===== src/ptct_pkg.sv =====
// Shared types, constants and register codes for the pan/tilt centroid tracker.
// No dependencies; every other file imports this package.
package ptct_pkg;

  // Frame geometry
  localparam int FRAME_W = 384;
  localparam int FRAME_H = 288;

  // Field widths
  localparam int AREA_W     = 25;
  localparam int MOM_W      = 34;
  localparam int GAIN_W     = 16;
  localparam int LIMIT_W    = 8;
  localparam int POS_W      = 10;
  localparam int STAT_W     = 2;
  localparam int CX_W       = 9;
  localparam int CY_W       = 9;
  localparam int CFG_IDX_W  = 3;
  localparam int CFG_DATA_W = 25;

  // Datapath widths
  localparam int DIV_CNT_W = $clog2(MOM_W + 1);
  localparam int ERR_W     = CX_W + 1;
  localparam int DIF_W     = ERR_W + 1;
  localparam int P_W       = ERR_W + GAIN_W + 1;
  localparam int D_W       = DIF_W + GAIN_W + 1;
  localparam int SUM_W     = D_W + 1;
  localparam int PD_W      = 28;
  localparam int OP_W      = 12;
  localparam int FRAC_W    = 16;
  localparam int S_W       = OP_W + FRAC_W + 2;
  localparam int T_W       = S_W - FRAC_W;
  localparam int STEPX_W   = 6;
  localparam int STEPY_W   = 5;

  // Cell bounds
  localparam int COL_T1 = FRAME_W / 3;
  localparam int COL_T2 = (FRAME_W / 3) * 2;
  localparam int ROW_T1 = FRAME_H / 3;
  localparam int ROW_T2 = (FRAME_H / 3) * 2;
  localparam int MID_X  = FRAME_W / 2;
  localparam int MID_Y  = FRAME_H / 2;

  // Servo and base limits
  localparam int PAN_MIN    = 262;
  localparam int PAN_MAX    = 650;
  localparam int TILT_MIN   = 0;
  localparam int TILT_MAX   = 512;
  localparam int BASE_MAX   = 1023;
  localparam int BASE_RESET = 512;
  localparam int STEP_PAN   = 16;
  localparam int STEP_TILT  = 10;
  localparam int PD_MAX     = 134217727;
  localparam int PD_MIN     = -134217728;

  // Queue depth between front and back
  localparam int Q_DEPTH = 2;
  localparam int Q_PTR_W = $clog2(Q_DEPTH);
  localparam int Q_CNT_W = $clog2(Q_DEPTH + 1);

  // Track status codes
  localparam logic [STAT_W-1:0] ST_SEEN  = 2'd0;
  localparam logic [STAT_W-1:0] ST_COAST = 2'd1;
  localparam logic [STAT_W-1:0] ST_LOST  = 2'd2;

  // Register indexes
  localparam logic [CFG_IDX_W-1:0] REG_PAN_P      = 3'd0;
  localparam logic [CFG_IDX_W-1:0] REG_PAN_D      = 3'd1;
  localparam logic [CFG_IDX_W-1:0] REG_TILT_P     = 3'd2;
  localparam logic [CFG_IDX_W-1:0] REG_TILT_D     = 3'd3;
  localparam logic [CFG_IDX_W-1:0] REG_AREA_THR   = 3'd4;
  localparam logic [CFG_IDX_W-1:0] REG_LOST_LIMIT = 3'd5;

  // Register reset values
  localparam logic [GAIN_W-1:0]  RST_PAN_P      = 16'd3834;
  localparam logic [GAIN_W-1:0]  RST_PAN_D      = 16'd1311;
  localparam logic [GAIN_W-1:0]  RST_TILT_P     = 16'd2621;
  localparam logic [GAIN_W-1:0]  RST_TILT_D     = 16'd1966;
  localparam logic [AREA_W-1:0]  RST_AREA_THR   = 25'd10000;
  localparam logic [LIMIT_W-1:0] RST_LOST_LIMIT = 8'd15;

  typedef struct packed {
    logic [GAIN_W-1:0]  pan_p_gain;
    logic [GAIN_W-1:0]  pan_d_gain;
    logic [GAIN_W-1:0]  tilt_p_gain;
    logic [GAIN_W-1:0]  tilt_d_gain;
    logic [AREA_W-1:0]  area_threshold;
    logic [LIMIT_W-1:0] lost_limit;
  } cfg_t;

  // One classified frame as it travels from front to back
  typedef struct packed {
    logic              seen;
    logic [AREA_W-1:0] area;
    logic [MOM_W-1:0]  mx;
    logic [MOM_W-1:0]  my;
  } item_t;

endpackage


===== src/ptct_front.sv =====
// Front end: accepts a frame's moment sums and classifies it as seen or lost.
// Depends on ptct_pkg; feeds ptct_queue.
module ptct_front (
  input  logic                          clk,
  input  logic                          rst_n,
  input  logic                          in_valid,
  output logic                          in_stall,
  input  logic [ptct_pkg::AREA_W-1:0]   in_area_sum,
  input  logic [ptct_pkg::MOM_W-1:0]    in_x_moment,
  input  logic [ptct_pkg::MOM_W-1:0]    in_y_moment,
  input  logic [ptct_pkg::AREA_W-1:0]   area_threshold,
  input  logic                          q_full,
  output logic                          q_push,
  output ptct_pkg::item_t               q_item
);
  import ptct_pkg::*;

  logic  stage_valid_r;
  item_t stage_r;
  logic  accept;

  // Hold the staged item while the queue is full
  assign q_push   = stage_valid_r && !q_full;
  assign in_stall = stage_valid_r && q_full;
  assign accept   = in_valid && !in_stall;
  assign q_item   = stage_r;

  // Track stage occupancy
  always_ff @(posedge clk) begin
    if (!rst_n) begin
      stage_valid_r <= 1'b0;
    end else if (accept) begin
      stage_valid_r <= 1'b1;
    end else if (q_push) begin
      stage_valid_r <= 1'b0;
    end
  end

  // Classify and capture the item
  always_ff @(posedge clk) begin
    if (accept) begin
      stage_r.seen <= (in_area_sum >= area_threshold);
      stage_r.area <= in_area_sum;
      stage_r.mx   <= in_x_moment;
      stage_r.my   <= in_y_moment;
    end
  end

endmodule


===== src/ptct_queue.sv =====
// Short queue of classified items between front and back.
// Depends on ptct_pkg.
module ptct_queue (
  input  logic            clk,
  input  logic            rst_n,
  input  logic            push,
  input  ptct_pkg::item_t push_item,
  input  logic            pop,
  output logic            full,
  output logic            empty,
  output ptct_pkg::item_t head
);
  import ptct_pkg::*;

  item_t               slot_r [Q_DEPTH];
  logic [Q_PTR_W-1:0]  wr_ptr_r;
  logic [Q_PTR_W-1:0]  rd_ptr_r;
  logic [Q_CNT_W-1:0]  count_r;
  logic                do_push;
  logic                do_pop;

  assign full    = (count_r == Q_CNT_W'(Q_DEPTH));
  assign empty   = (count_r == '0);
  assign do_push = push && !full;
  assign do_pop  = pop && !empty;
  assign head    = slot_r[rd_ptr_r];

  // Advance pointers and count
  always_ff @(posedge clk) begin
    if (!rst_n) begin
      wr_ptr_r <= '0;
      rd_ptr_r <= '0;
      count_r  <= '0;
    end else begin
      if (do_push) begin
        wr_ptr_r <= (wr_ptr_r == Q_PTR_W'(Q_DEPTH - 1)) ? '0 : wr_ptr_r + 1'b1;
      end
      if (do_pop) begin
        rd_ptr_r <= (rd_ptr_r == Q_PTR_W'(Q_DEPTH - 1)) ? '0 : rd_ptr_r + 1'b1;
      end
      unique case ({do_push, do_pop})
        2'b10:   count_r <= count_r + 1'b1;
        2'b01:   count_r <= count_r - 1'b1;
        default: count_r <= count_r;
      endcase
    end
  end

  // Store the pushed item
  always_ff @(posedge clk) begin
    if (do_push) begin
      slot_r[wr_ptr_r] <= push_item;
    end
  end

endmodule


===== src/ptct_back.sv =====
// Back end: centroid division, cell steps, PD terms, servo commands, result register.
// Depends on ptct_pkg; takes items from ptct_queue.
module ptct_back (
  input  logic                          clk,
  input  logic                          rst_n,
  input  ptct_pkg::cfg_t                cfg,
  input  logic                          q_empty,
  input  ptct_pkg::item_t               q_item,
  output logic                          q_pop,
  output logic                          out_valid,
  input  logic                          out_stall,
  output logic [ptct_pkg::POS_W-1:0]    out_pan_position,
  output logic [ptct_pkg::POS_W-1:0]    out_tilt_position,
  output logic [ptct_pkg::STAT_W-1:0]   out_track_status,
  output logic [ptct_pkg::CX_W-1:0]     out_centroid_x,
  output logic [ptct_pkg::CY_W-1:0]     out_centroid_y
);
  import ptct_pkg::*;

  localparam logic [3:0] S_IDLE  = 4'd0;
  localparam logic [3:0] S_DIV   = 4'd1;
  localparam logic [3:0] S_CELL  = 4'd2;
  localparam logic [3:0] S_MULP  = 4'd3;
  localparam logic [3:0] S_MULD  = 4'd4;
  localparam logic [3:0] S_SUM   = 4'd5;
  localparam logic [3:0] S_CMD   = 4'd6;
  localparam logic [3:0] S_OUT   = 4'd7;

  logic [3:0]                state_r;
  logic [DIV_CNT_W-1:0]      cnt_r;

  // Divider lanes
  logic [AREA_W-1:0]         area_r;
  logic [MOM_W-1:0]          quo_x_r, quo_y_r;
  logic [AREA_W-1:0]         rem_x_r, rem_y_r;
  logic [AREA_W:0]           sh_x, sh_y;
  logic                      ge_x, ge_y;
  logic [AREA_W:0]           sub_x, sub_y;
  logic [AREA_W-1:0]         rem_x_nxt, rem_y_nxt;
  logic [MOM_W-1:0]          quo_x_nxt, quo_y_nxt;

  // Tracking state
  logic [CX_W-1:0]           cx_r;
  logic [CY_W-1:0]           cy_r;
  logic signed [STEPX_W-1:0] step_x_r;
  logic signed [STEPY_W-1:0] step_y_r;
  logic [POS_W-1:0]          pan_base_r, tilt_base_r;
  logic [POS_W-1:0]          pan_cmd_r, tilt_cmd_r;
  logic signed [ERR_W-1:0]   prev_ex_r, prev_ey_r;
  logic signed [PD_W-1:0]    pd_x_r, pd_y_r;
  logic [LIMIT_W-1:0]        lost_cnt_r;
  logic [STAT_W-1:0]         status_r;

  // Per-frame working registers
  logic signed [ERR_W-1:0]   err_x_r, err_y_r;
  logic signed [P_W-1:0]     prod_px_r, prod_py_r;
  logic signed [D_W-1:0]     prod_dx_r, prod_dy_r;
  logic signed [OP_W-1:0]    op_x_r, op_y_r;

  // Result register
  logic                      out_valid_r;
  logic [POS_W-1:0]          out_pan_r, out_tilt_r;
  logic [STAT_W-1:0]         out_status_r;
  logic [CX_W-1:0]           out_cx_r;
  logic [CY_W-1:0]           out_cy_r;

  // Cell decode and arithmetic
  logic [CX_W-1:0]           cx_nxt;
  logic [CY_W-1:0]           cy_nxt;
  logic signed [STEPX_W-1:0] step_x_nxt;
  logic signed [STEPY_W-1:0] step_y_nxt;
  logic signed [OP_W-1:0]    base_x_sum, base_y_sum;
  logic [POS_W-1:0]          pan_base_nxt, tilt_base_nxt;
  logic signed [DIF_W-1:0]   dif_x, dif_y;
  logic signed [SUM_W-1:0]   sum_x, sum_y;
  logic signed [S_W-1:0]     s_x, s_y, sa_x, sa_y;
  logic signed [T_W-1:0]     t_x, t_y;
  logic [POS_W-1:0]          pan_cmd_nxt, tilt_cmd_nxt;
  logic                      out_free;

  function automatic logic signed [PD_W-1:0] pd_sat(input logic signed [SUM_W-1:0] v);
    if (v > SUM_W'(PD_MAX)) begin
      pd_sat = PD_W'(PD_MAX);
    end else if (v < SUM_W'(PD_MIN)) begin
      pd_sat = PD_W'(PD_MIN);
    end else begin
      pd_sat = v[PD_W-1:0];
    end
  endfunction

  function automatic logic [POS_W-1:0] base_clamp(input logic signed [OP_W-1:0] v);
    if (v < 0) begin
      base_clamp = '0;
    end else if (v > OP_W'(BASE_MAX)) begin
      base_clamp = POS_W'(BASE_MAX);
    end else begin
      base_clamp = v[POS_W-1:0];
    end
  endfunction

  function automatic logic signed [S_W-1:0] round_in(input logic signed [S_W-1:0] s);
    // bias negative sums so the arithmetic shift truncates toward zero
    round_in = s[S_W-1] ? s + S_W'((1 << FRAC_W) - 1) : s;
  endfunction

  // One restoring step per lane
  assign sh_x      = {rem_x_r, quo_x_r[MOM_W-1]};
  assign sh_y      = {rem_y_r, quo_y_r[MOM_W-1]};
  assign ge_x      = (sh_x >= {1'b0, area_r});
  assign ge_y      = (sh_y >= {1'b0, area_r});
  assign sub_x     = sh_x - {1'b0, area_r};
  assign sub_y     = sh_y - {1'b0, area_r};
  assign rem_x_nxt = ge_x ? sub_x[AREA_W-1:0] : sh_x[AREA_W-1:0];
  assign rem_y_nxt = ge_y ? sub_y[AREA_W-1:0] : sh_y[AREA_W-1:0];
  assign quo_x_nxt = {quo_x_r[MOM_W-2:0], ge_x};
  assign quo_y_nxt = {quo_y_r[MOM_W-2:0], ge_y};

  // Saturate the quotients into the frame and pick the cell steps
  always_comb begin
    cx_nxt = (quo_x_r > MOM_W'(FRAME_W - 1)) ? CX_W'(FRAME_W - 1) : quo_x_r[CX_W-1:0];
    cy_nxt = (quo_y_r > MOM_W'(FRAME_H - 1)) ? CY_W'(FRAME_H - 1) : quo_y_r[CY_W-1:0];
    priority if (cx_nxt <= CX_W'(COL_T1)) begin
      step_x_nxt = STEPX_W'(STEP_PAN);
    end else if (cx_nxt <= CX_W'(COL_T2)) begin
      step_x_nxt = '0;
    end else begin
      step_x_nxt = -STEPX_W'(STEP_PAN);
    end
    priority if (cy_nxt <= CY_W'(ROW_T1)) begin
      step_y_nxt = STEPY_W'(STEP_TILT);
    end else if (cy_nxt <= CY_W'(ROW_T2)) begin
      step_y_nxt = '0;
    end else begin
      step_y_nxt = -STEPY_W'(STEP_TILT);
    end
    base_x_sum    = $signed({{(OP_W-POS_W){1'b0}}, pan_base_r}) + OP_W'(step_x_nxt);
    base_y_sum    = $signed({{(OP_W-POS_W){1'b0}}, tilt_base_r}) + OP_W'(step_y_nxt);
    pan_base_nxt  = base_clamp(base_x_sum);
    tilt_base_nxt = base_clamp(base_y_sum);
  end

  // Error differences and PD sums
  assign dif_x = DIF_W'(err_x_r) - DIF_W'(prev_ex_r);
  assign dif_y = DIF_W'(err_y_r) - DIF_W'(prev_ey_r);
  assign sum_x = SUM_W'(prod_px_r) + SUM_W'(prod_dx_r);
  assign sum_y = SUM_W'(prod_py_r) + SUM_W'(prod_dy_r);

  // Command: integer part toward zero of base plus Q11.16 term, then clamp
  always_comb begin
    s_x  = (S_W'(op_x_r) <<< FRAC_W) + S_W'(pd_x_r);
    s_y  = (S_W'(op_y_r) <<< FRAC_W) + S_W'(pd_y_r);
    sa_x = round_in(s_x);
    sa_y = round_in(s_y);
    t_x  = sa_x[S_W-1:FRAC_W];
    t_y  = sa_y[S_W-1:FRAC_W];
    priority if (t_x < T_W'(PAN_MIN)) begin
      pan_cmd_nxt = POS_W'(PAN_MIN);
    end else if (t_x > T_W'(PAN_MAX)) begin
      pan_cmd_nxt = POS_W'(PAN_MAX);
    end else begin
      pan_cmd_nxt = t_x[POS_W-1:0];
    end
    priority if (t_y < T_W'(TILT_MIN)) begin
      tilt_cmd_nxt = POS_W'(TILT_MIN);
    end else if (t_y > T_W'(TILT_MAX)) begin
      tilt_cmd_nxt = POS_W'(TILT_MAX);
    end else begin
      tilt_cmd_nxt = t_y[POS_W-1:0];
    end
  end

  assign q_pop    = (state_r == S_IDLE) && !q_empty;
  assign out_free = !out_valid_r || !out_stall;

  // Sequencer and tracking state
  always_ff @(posedge clk) begin
    if (!rst_n) begin
      state_r     <= S_IDLE;
      cnt_r       <= '0;
      cx_r        <= '0;
      cy_r        <= '0;
      step_x_r    <= '0;
      step_y_r    <= '0;
      pan_base_r  <= POS_W'(BASE_RESET);
      tilt_base_r <= POS_W'(BASE_RESET);
      pan_cmd_r   <= POS_W'(BASE_RESET);
      tilt_cmd_r  <= POS_W'(BASE_RESET);
      prev_ex_r   <= '0;
      prev_ey_r   <= '0;
      pd_x_r      <= '0;
      pd_y_r      <= '0;
      lost_cnt_r  <= '0;
      status_r    <= ST_SEEN;
    end else begin
      unique case (state_r)
        S_IDLE: begin
          if (!q_empty) begin
            if (q_item.seen) begin
              cnt_r   <= '0;
              state_r <= S_DIV;
            end else if (lost_cnt_r >= cfg.lost_limit) begin
              lost_cnt_r <= '0;
              status_r   <= ST_LOST;
              state_r    <= S_OUT;
            end else begin
              lost_cnt_r <= lost_cnt_r + 1'b1;
              status_r   <= ST_COAST;
              state_r    <= S_CMD;
            end
          end
        end
        S_DIV: begin
          cnt_r <= cnt_r + 1'b1;
          if (cnt_r == DIV_CNT_W'(MOM_W - 1)) begin
            state_r <= S_CELL;
          end
        end
        S_CELL: begin
          cx_r        <= cx_nxt;
          cy_r        <= cy_nxt;
          step_x_r    <= step_x_nxt;
          step_y_r    <= step_y_nxt;
          pan_base_r  <= pan_base_nxt;
          tilt_base_r <= tilt_base_nxt;
          lost_cnt_r  <= '0;
          status_r    <= ST_SEEN;
          state_r     <= S_MULP;
        end
        S_MULP: begin
          state_r <= S_MULD;
        end
        S_MULD: begin
          prev_ex_r <= err_x_r;
          prev_ey_r <= err_y_r;
          state_r   <= S_SUM;
        end
        S_SUM: begin
          pd_x_r  <= pd_sat(sum_x);
          pd_y_r  <= pd_sat(sum_y);
          state_r <= S_CMD;
        end
        S_CMD: begin
          pan_cmd_r  <= pan_cmd_nxt;
          tilt_cmd_r <= tilt_cmd_nxt;
          state_r    <= S_OUT;
        end
        S_OUT: begin
          if (out_free) begin
            state_r <= S_IDLE;
          end
        end
        default: begin
          state_r <= S_IDLE;
        end
      endcase
    end
  end

  // Working registers of the datapath
  always_ff @(posedge clk) begin
    unique case (state_r)
      S_IDLE: begin
        area_r  <= q_item.area;
        quo_x_r <= q_item.mx;
        quo_y_r <= q_item.my;
        rem_x_r <= '0;
        rem_y_r <= '0;
        // coasting adds the last step to the last command
        op_x_r  <= $signed({{(OP_W-POS_W){1'b0}}, pan_cmd_r}) + OP_W'(step_x_r);
        op_y_r  <= $signed({{(OP_W-POS_W){1'b0}}, tilt_cmd_r}) + OP_W'(step_y_r);
      end
      S_DIV: begin
        quo_x_r <= quo_x_nxt;
        quo_y_r <= quo_y_nxt;
        rem_x_r <= rem_x_nxt;
        rem_y_r <= rem_y_nxt;
      end
      S_CELL: begin
        err_x_r <= ERR_W'(MID_X) - $signed({1'b0, cx_nxt});
        err_y_r <= ERR_W'(MID_Y) - $signed({1'b0, cy_nxt});
        op_x_r  <= $signed({{(OP_W-POS_W){1'b0}}, pan_base_nxt});
        op_y_r  <= $signed({{(OP_W-POS_W){1'b0}}, tilt_base_nxt});
      end
      S_MULP: begin
        // drop the proportional part on an axis with no step
        prod_px_r <= (step_x_r == '0) ? P_W'(0) : err_x_r * $signed({1'b0, cfg.pan_p_gain});
        prod_py_r <= (step_y_r == '0) ? P_W'(0) : err_y_r * $signed({1'b0, cfg.tilt_p_gain});
      end
      S_MULD: begin
        prod_dx_r <= dif_x * $signed({1'b0, cfg.pan_d_gain});
        prod_dy_r <= dif_y * $signed({1'b0, cfg.tilt_d_gain});
      end
      default: begin
      end
    endcase
  end

  // Result register: load when empty or being taken
  always_ff @(posedge clk) begin
    if (!rst_n) begin
      out_valid_r <= 1'b0;
    end else if ((state_r == S_OUT) && out_free) begin
      out_valid_r <= 1'b1;
    end else if (!out_stall) begin
      out_valid_r <= 1'b0;
    end
  end

  always_ff @(posedge clk) begin
    if ((state_r == S_OUT) && out_free) begin
      out_pan_r    <= pan_cmd_r;
      out_tilt_r   <= tilt_cmd_r;
      out_status_r <= status_r;
      out_cx_r     <= cx_r;
      out_cy_r     <= cy_r;
    end
  end

  assign out_valid         = out_valid_r;
  assign out_pan_position  = out_pan_r;
  assign out_tilt_position = out_tilt_r;
  assign out_track_status  = out_status_r;
  assign out_centroid_x    = out_cx_r;
  assign out_centroid_y    = out_cy_r;

endmodule


===== src/pan_tilt_centroid_tracker.sv =====
// Top level of the pan/tilt centroid tracker: register file, front, queue and back.
// Depends on ptct_pkg, ptct_front, ptct_queue and ptct_back.
//
//   channel | direction | handshake          | payload
//   in_     | input     | in_valid/in_stall  | area_sum, x_moment, y_moment
//   out_    | output    | out_valid/out_stall| pan/tilt position, status, centroid
//   cfg_    | input     | cfg_we             | cfg_index, cfg_data
//
// A seen item passes the front stage and queue, a pop, 34 divider steps, then cell,
// two multiply, sum, command and output steps to the result register; the back takes
// no new item until its output step hands the result on. A coasting item goes via
// command and output, a lost-limit item only via output. Synchronous active-low
// reset returns all tracking state to its start values. The front and a two-item
// queue keep taking items while the back works or the result waits under out_stall.
module pan_tilt_centroid_tracker (
  input  logic                              clk,
  input  logic                              rst_n,
  input  logic                              in_valid,
  output logic                              in_stall,
  input  logic [ptct_pkg::AREA_W-1:0]       in_area_sum,
  input  logic [ptct_pkg::MOM_W-1:0]        in_x_moment,
  input  logic [ptct_pkg::MOM_W-1:0]        in_y_moment,
  output logic                              out_valid,
  input  logic                              out_stall,
  output logic [ptct_pkg::POS_W-1:0]        out_pan_position,
  output logic [ptct_pkg::POS_W-1:0]        out_tilt_position,
  output logic [ptct_pkg::STAT_W-1:0]       out_track_status,
  output logic [ptct_pkg::CX_W-1:0]         out_centroid_x,
  output logic [ptct_pkg::CY_W-1:0]         out_centroid_y,
  input  logic                              cfg_we,
  input  logic [ptct_pkg::CFG_IDX_W-1:0]    cfg_index,
  input  logic [ptct_pkg::CFG_DATA_W-1:0]   cfg_data
);
  import ptct_pkg::*;

  cfg_t  cfg_r;
  logic  q_push;
  logic  q_pop;
  logic  q_full;
  logic  q_empty;
  item_t q_in;
  item_t q_head;

  // Register file; unknown indexes are dropped
  always_ff @(posedge clk) begin
    if (!rst_n) begin
      cfg_r.pan_p_gain     <= RST_PAN_P;
      cfg_r.pan_d_gain     <= RST_PAN_D;
      cfg_r.tilt_p_gain    <= RST_TILT_P;
      cfg_r.tilt_d_gain    <= RST_TILT_D;
      cfg_r.area_threshold <= RST_AREA_THR;
      cfg_r.lost_limit     <= RST_LOST_LIMIT;
    end else if (cfg_we) begin
      unique case (cfg_index)
        REG_PAN_P:      cfg_r.pan_p_gain     <= cfg_data[GAIN_W-1:0];
        REG_PAN_D:      cfg_r.pan_d_gain     <= cfg_data[GAIN_W-1:0];
        REG_TILT_P:     cfg_r.tilt_p_gain    <= cfg_data[GAIN_W-1:0];
        REG_TILT_D:     cfg_r.tilt_d_gain    <= cfg_data[GAIN_W-1:0];
        REG_AREA_THR:   cfg_r.area_threshold <= cfg_data[AREA_W-1:0];
        REG_LOST_LIMIT: cfg_r.lost_limit     <= cfg_data[LIMIT_W-1:0];
        default: begin
        end
      endcase
    end
  end

  ptct_front u_front (
    .clk            (clk),
    .rst_n          (rst_n),
    .in_valid       (in_valid),
    .in_stall       (in_stall),
    .in_area_sum    (in_area_sum),
    .in_x_moment    (in_x_moment),
    .in_y_moment    (in_y_moment),
    .area_threshold (cfg_r.area_threshold),
    .q_full         (q_full),
    .q_push         (q_push),
    .q_item         (q_in)
  );

  ptct_queue u_queue (
    .clk       (clk),
    .rst_n     (rst_n),
    .push      (q_push),
    .push_item (q_in),
    .pop       (q_pop),
    .full      (q_full),
    .empty     (q_empty),
    .head      (q_head)
  );

  ptct_back u_back (
    .clk               (clk),
    .rst_n             (rst_n),
    .cfg               (cfg_r),
    .q_empty           (q_empty),
    .q_item            (q_head),
    .q_pop             (q_pop),
    .out_valid         (out_valid),
    .out_stall         (out_stall),
    .out_pan_position  (out_pan_position),
    .out_tilt_position (out_tilt_position),
    .out_track_status  (out_track_status),
    .out_centroid_x    (out_centroid_x),
    .out_centroid_y    (out_centroid_y)
  );

endmodule


===== config.mk =====
export PLATFORM = sky130hd
export DESIGN_NAME = pan_tilt_centroid_tracker
export DESIGN_NICKNAME = d
export VERILOG_FILES = /design/src/ptct_pkg.sv /design/src/ptct_front.sv /design/src/ptct_queue.sv /design/src/ptct_back.sv /design/src/pan_tilt_centroid_tracker.sv
export SDC_FILE = /design/constraint.sdc
export NUM_CORES = 2
export LEC_CHECK = 0
export BUFFER_PORTS_ARGS = -buffer_cell sky130_fd_sc_hd__buf_2
export CAP_MARGIN = 0
export CORE_MARGIN = 8
export CORE_UTILIZATION = 45
export DETAILED_ROUTE_END_ITERATION = 6
export PLACE_DENSITY = 0.67
export SLEW_MARGIN = 20
export SYNTH_ARGS = -nofsm -noshare
export SYNTH_HDL_FRONTEND = slang
export SYNTH_HIERARCHICAL = 1
export SYNTH_SLANG_ARGS = --single-unit
export TNS_END_PERCENT = 1

===== constraint.sdc =====
create_clock -name clk -period 7.6 [get_ports clk]
set_input_delay 0 -clock clk [delete_from_list [all_inputs] [get_ports clk]]
set_output_delay 0 -clock clk [all_outputs]
set_load 0.05 [all_outputs]

# [After elaboration in Yosys (flattened, before gate mapping)]
# Memories as Yosys holds them, arrays and structs flattened. A register that Yosys moved wholly into a read port is not among the register bits.
# Cells that the tools add are included.
# Widths: inputs -> output; s select.
[classes] n_addsub=22 n_mul=4 div_mod_pow=0 n_lt_le_gt_ge=22 eq_ne=22 n_shift=0 muxes=56 bitwise=0 n_reduce_logical=31
[ops] op="$pmux 34 s2" count=2
[ops] op="$mux 28" count=4
[ops] op="$pmux 25 s2" count=2
[ops] op="$mux 10" count=8
[ops] op="$gt 34x9->1 const B" count=2
[ops] op="$add 30x17->30 const B" count=2
[ops] op="$mux 30" count=2
[ops] op="$add 27x28->29" count=2
[ops] op="$add 28x28->29" count=2
[ops] op="$gt 29x28->1 const B" count=2
[ops] op="$lt 29x28->1 const B" count=2
[ops] op="$mul 11x17->28" count=2
[ops] op="$mul 10x17->27" count=2
[ops] op="$ge 26x25->1" count=2
[ops] op="$mux 25" count=2
[ops] op="$sub 25x25->25" count=2
[ops] op="$pmux 12 s2" count=2
[ops] op="$pmux 4 s8" count=1
[ops] op="$gt 14x11->1 const B" count=2
[ops] op="$ge 25x25->1" count=1
[ops] op="$add 11x5->12" count=2
[ops] op="$add 11x6->12" count=2
[ops] op="$gt 12x11->1 const B" count=2
[ops] op="$lt 12x1->1 const B" count=2
[ops] op="other kinds (45)" count=103
[word_totals] regBits=699 latch_bits=0 ram_bits=188 mem_bits_ro=0 inputBits=126 out_inout_bits=42 wordCells=207 mem_count=1
[mem_list] memory="u_queue.slot_r" words=2 word_bits=94 rd=1 rd_clocked_by_memory_dff=1 wr=1 line="ptct_queue.sv:15" source="item_t slot_r [Q_DEPTH];"

# [Logic depth before layout (Yosys ltp)]
[logic_depth] depth_word=10 ltp_mapped=34 depth_no_buf=32

# [By module]
# Netlist, hierarchy kept.
[modules_own_cells] mod="ptct_back" instances=1 cells_each=5522 area_each_um2=50430.9 seq_area_each_um2=13302.8
[modules_own_cells] mod="ptct_queue" instances=1 cells_each=318 area_each_um2=7005.5 seq_area_each_um2=5745.5
[modules_own_cells] mod="pan_tilt_centroid_tracker" instances=1 cells_each=369 area_each_um2=3813.7 seq_area_each_um2=1941.9
[modules_own_cells] mod="ptct_front" instances=1 cells_each=187 area_each_um2=3495.9 seq_area_each_um2=2842.7

# [Worst setup path after synthesis]
# Ideal clock, no wire load.
[synth_timing] path_kind="register -> register" start="reg u_back.err_y_r[0]" end="reg u_back.prod_dy_r[27] (data pin)" setup_ps=258 t_arrival_ps=7649 required_ps=7342 setup_slack_ps=-307 stages_incl_launch_ff=34 path_buffers=1 period_less_slack_ps=7907 path_cell_list="edfxtp_1 -> clkbuf_1 -> inv_1 -> ha_1 -> fa_1 -> nor2b_1 -> o21ai_0 -> a21boi_0 -> o21a_1 -> o21ai_0 -> nand2_1 -> a21o_1 -> a2111oi_0 -> a21oi_1 -> or2_2 -> fa_1 -> fa_1 -> fa_1 -> inv_1 -> fa_1 -> inv_1 -> fa_1 -> inv_1 -> ha_1 -> o21a_1 -> o21ai_0 -> nor2_1 -> or4b_2 -> a21oi_1 -> o31a_1 -> a41oi_1 -> a221oi_1 -> nor2_1 -> xnor2_1"
[synth_between] elab_chain_cells=2
[synth_rtl] element="start, declared" line="ptct_back.sv:55" source="logic signed [ERR_W-1:0] err_x_r, err_y_r;"
[synth_rtl] element="start signal, assigned" line="ptct_back.sv:280" source="err_y_r <= ERR_W'(MID_Y) - $signed({1'b0, cy_nxt});"
[synth_rtl] element="$sub 10x10->11" line="ptct_back.sv:144" source="assign dif_y = DIF_W'(err_y_r) - DIF_W'(prev_ey_r);"
[synth_rtl] element="$mul 11x17->28" line="ptct_back.sv:291" source="prod_dy_r <= dif_y * $signed({1'b0, cfg.tilt_d_gain});"
[synth_rtl] element="end signal, assigned" line="ptct_back.sv:291"
[synth_rtl] element="end, declared" line="ptct_back.sv:57" source="logic signed [D_W-1:0] prod_dx_r, prod_dy_r;"
# Every way passes these cells.
# A chain may end at the register's enable or synchronous reset.

# [Final worst setup path]
[layout_timing] start="reg u_back.err_x_r[0]" end="reg u_back.prod_dx_r[27] (data pin)"
[layout_between] elab_chain_cells=2
[layout_rtl] element="start, declared" line="ptct_back.sv:55"
[layout_rtl] element="start signal, assigned" line="ptct_back.sv:279" source="err_x_r <= ERR_W'(MID_X) - $signed({1'b0, cx_nxt});"
[layout_rtl] element="$sub 10x10->11" line="ptct_back.sv:143" source="assign dif_x = DIF_W'(err_x_r) - DIF_W'(prev_ex_r);"
[layout_rtl] element="$mul 11x17->28" line="ptct_back.sv:290" source="prod_dx_r <= dif_x * $signed({1'b0, cfg.pan_d_gain});"
[layout_rtl] element="end signal, assigned" line="ptct_back.sv:290"
[layout_rtl] element="end, declared" line="ptct_back.sv:57"
# Every way passes these cells.

==> out/metrics.csv <==
stage,metric,value,unit
run_status,status,"finished, violations left",
run_status,violations,design-rule violations,
floorplan,pin_count,168,
critical_path,reg2reg_slack,0.09,ns
critical_path,cp_max_fo,10,
detailed_routing,antenna_left,0,
sta,min_period,7.51,ns
critical_path,critical_path_arrival,7.94,ns
clocking,path_clk_slew,0.06,ns
logic_synthesis,avgSynthCellArea,10.1,um2
detailed_routing,wire_per_inst,19.8,um
logic_synthesis,synth_top_area_share,28.7,%
logic_synthesis,netlist.top_cell.by_area,edfxtp_1,
sta,worstMarginPinSlew,1.10,ns
final_layout,area_growth,13.9,%
logic_synthesis,syn_area,64700,um2
place,dp_hpwl,127,mm
global_routing,antenna_found_initial,19,
clocking,htreeDepth,3,
logic_synthesis,yosysWarningCount,6,
clocking,cts_tree,done,
sta,fin_ws,0.0936,ns
sta,hold_violations,0,
job,drv_cap,0,
logic_synthesis,yosys-top-cells-area,"edfxtp_1, fa_1, ha_1",
critical_path,max_stage_delay,0.57,ns
critical_path,required,8.03,ns
clocking,clkLatencyLatePin,0.75,ns
logic_synthesis,synth_compound_gate_area_share,9.84,%
sta,slew-limit-headroom,26.4,%
logic_synthesis,synth_nets,7549,
logic_synthesis,yosysMostFrequentCell,nand2_1,
detailed_routing,drc,2,
logic_synthesis,synth_common_cells,"nand2_1, inv_1, edfxtp_1",
floorplan,die_area,156000,um2
sta,setup_viol,0,
detailed_routing,vias,47800,
critical_path,start_kind,register,
detailed_routing,drtPass1Iterations,7,
final_layout,final_layout_size_suffix_gt1_share,10.3,%
detailed_routing,drt_wl_total,173,mm
detailed_routing,vias_per_cell,5.46,
global_routing,grt_pass1_vias,48400,
floorplan,die_h,395,um
global_routing,grt_pass1_wl,272,mm
sta,fin_crit_sh,98.8,%
floorplan,core,143000,um2
logic_synthesis,synth-xor-area-share,3.26,%
critical_path,cp_common_cell,fa_1,
sta,max_freq,0.133,GHz
logic_synthesis,yosysSeqAreaShare,36.8,%
clocking,clk_path_buf_depth,3,
global_routing,grt_start_max_net_pins,160,
logic_synthesis,synth_cell_types,102,
floorplan,rows,139,
floorplan,die-width,395,um
critical_path,critPathCaptureType,register,
logic_synthesis,synth_mux_area_share,3.35,%
final_layout,layout.nets,7902,
critical_path,crit_slowest_cell,fa_1,
logic_synthesis,async_flop_share,0,%
floorplan,initial_core_util,45.2,%
detailed_routing,drtIter0Drc,3953,
min_path,worst_hold_path_type,in -> reg,
clocking,clockRootBuffer,clkbuf_16,
sta,finClkSkew,0.0694,ns
logic_synthesis,synthFlopType,edfxtp_1,
logic_synthesis,synth-seq-cells,881,
global_routing,overflow,0,
sta,rsz0062_at_grt,yes,
place,post-place-ws,-0.216,ns
logic_synthesis,synth_top_family_by_area,adder cells,
clocking,clkSinkCount,881,
place,gp_congestion,0.903,
global_routing,gr-usage-all-layers,21.6,%
critical_path,worstSetupPathType,reg -> reg,
logic_synthesis,synthCells,6396,
logic_synthesis,synth-simple-area-share,15.2,%
clocking,numCtsBuffers,96,
logic_synthesis,yosys.area_share.adder,25.9,%
logic_synthesis,synth-edff-count,619,
place,port_buffers,167,
sta,drv_slew,0,
-- cells by family after synthesis --
logic type / Yosys count
mux: 204
fa+ha+maj: 1054
compound gates: 1025
buf+inv: 960
xor+xnor: 241
simple gates: 2031
flops: 881
-- flip-flops by register name, summed over array words and instances (netlist names), 34 cells and up, named ones only --
signal / count
u_back/quo_x_r: 34
u_queue/slot_r: 188
u_front/q_item: 94
cfg_r: 97
u_back/quo_y_r: 34
-- cells in the final DEF (no fill, tap or decap), types with 26 or more instances in the layout --
cell / instances
dfxtp_1: 261
fa_1: 483
nor2_1: 294
mux2i_1: 105
nor2b_1: 137
dlygate4sd3_1: 211
or3_1: 32
o21ai_0: 235
o21bai_1: 27
buf_4: 149
xor2_1: 83
a31oi_1: 28
a211oi_1: 46
a21oi_1: 331
edfxtp_1: 619
nor3_1: 62
o21a_1: 42
nor4_1: 31
a21o_1: 102
mux2_2: 98
buf_2: 166
nand4_1: 26
inv_1: 673
clkbuf_16: 99
nand3_1: 72
maj3_1: 27
xnor2_1: 158
and3_1: 36
ha_1: 536
or2_2: 27
nand2b_1: 70
nand2_1: 867
and2_1: 271
-- layout make-up --
type,count,area (um2)
Antenna cell,13,32.5
Fill cell,12600,69400
Timing Repair Buffer,530,4120
Clock inverter,53,515
Clock buffer,122,2620
Multi-Input combinational cell,4555,37700
Inverter,685,2570
Tap cell,1903,2380
Sequential cell,881,23800
-- metrics by stage --
step | cell area [um2] | cells | hold WS, ns | util [%] | TNS, ns
finish | 73700 | 8742 | 0.0483 | 51.5 | 0
global route | 73700 | 8737 | 0.0222 | 51.5 | -1.10
CTS | 73400 | 8719 | 0.00198 | 51.3 | -0.0573
detailed placement | 68100 | 8333 | 0.178 | 47.6 | -0.826
global placement | 68100 | 8333 | 0.177 | 47.6 | -0.337
floorplan | 64800 | 6396 | 0.0989 | - | -0.0438
-- repair_timing --
action	CTS	global route
gates resized for setup	14	61
hold buffers	211	0
buffers inserted	0	10
endpoints found under the hold margin	229	0
pin swaps	2	64
setup endpoints to repair	9	20
-- routing by layer --
metal | vias up | share of wire [%] | GRT usage [%]
li1 | 22400 | - | -
met1 | 23700 | 45 | 30.2
met2 | 1402 | 46 | 35.0
met3 | 238 | 6.7 | 3.42
met4 | 4 | 2.6 | 6.26
met5 | - | 0.017 | 0
-- path summary, 6_finish.rpt --
check	from	to	depth (start not counted)
worst max register to register	u_back/err_x_r[0]	u_back/prod_dx_r[27]	31
worst max-delay path	u_back/err_x_r[0]	u_back/prod_dx_r[27]	31
worst min-delay path	in_x_moment[1]	u_front/q_item[35]	2
worst min register to register	u_back/cx_r[3]	u_back/out_centroid_x[3]	0
-- worst max-delay path: cells and delay by family, from the launching register on --
family                     cells  cell delay (ns)
buffers and inverters          7             0.69
AOI/OAI and AO/OA             12             1.82
xor gates and xnor gates       2             0.15
DFF                            1             0.40
and+or+nand+nor                2             0.71
adders and majority gates      8             3.40
Power is left out: the tool's default activity adds up to more than one toggle a clock period on the data nets, which glitch-free logic cannot reach.
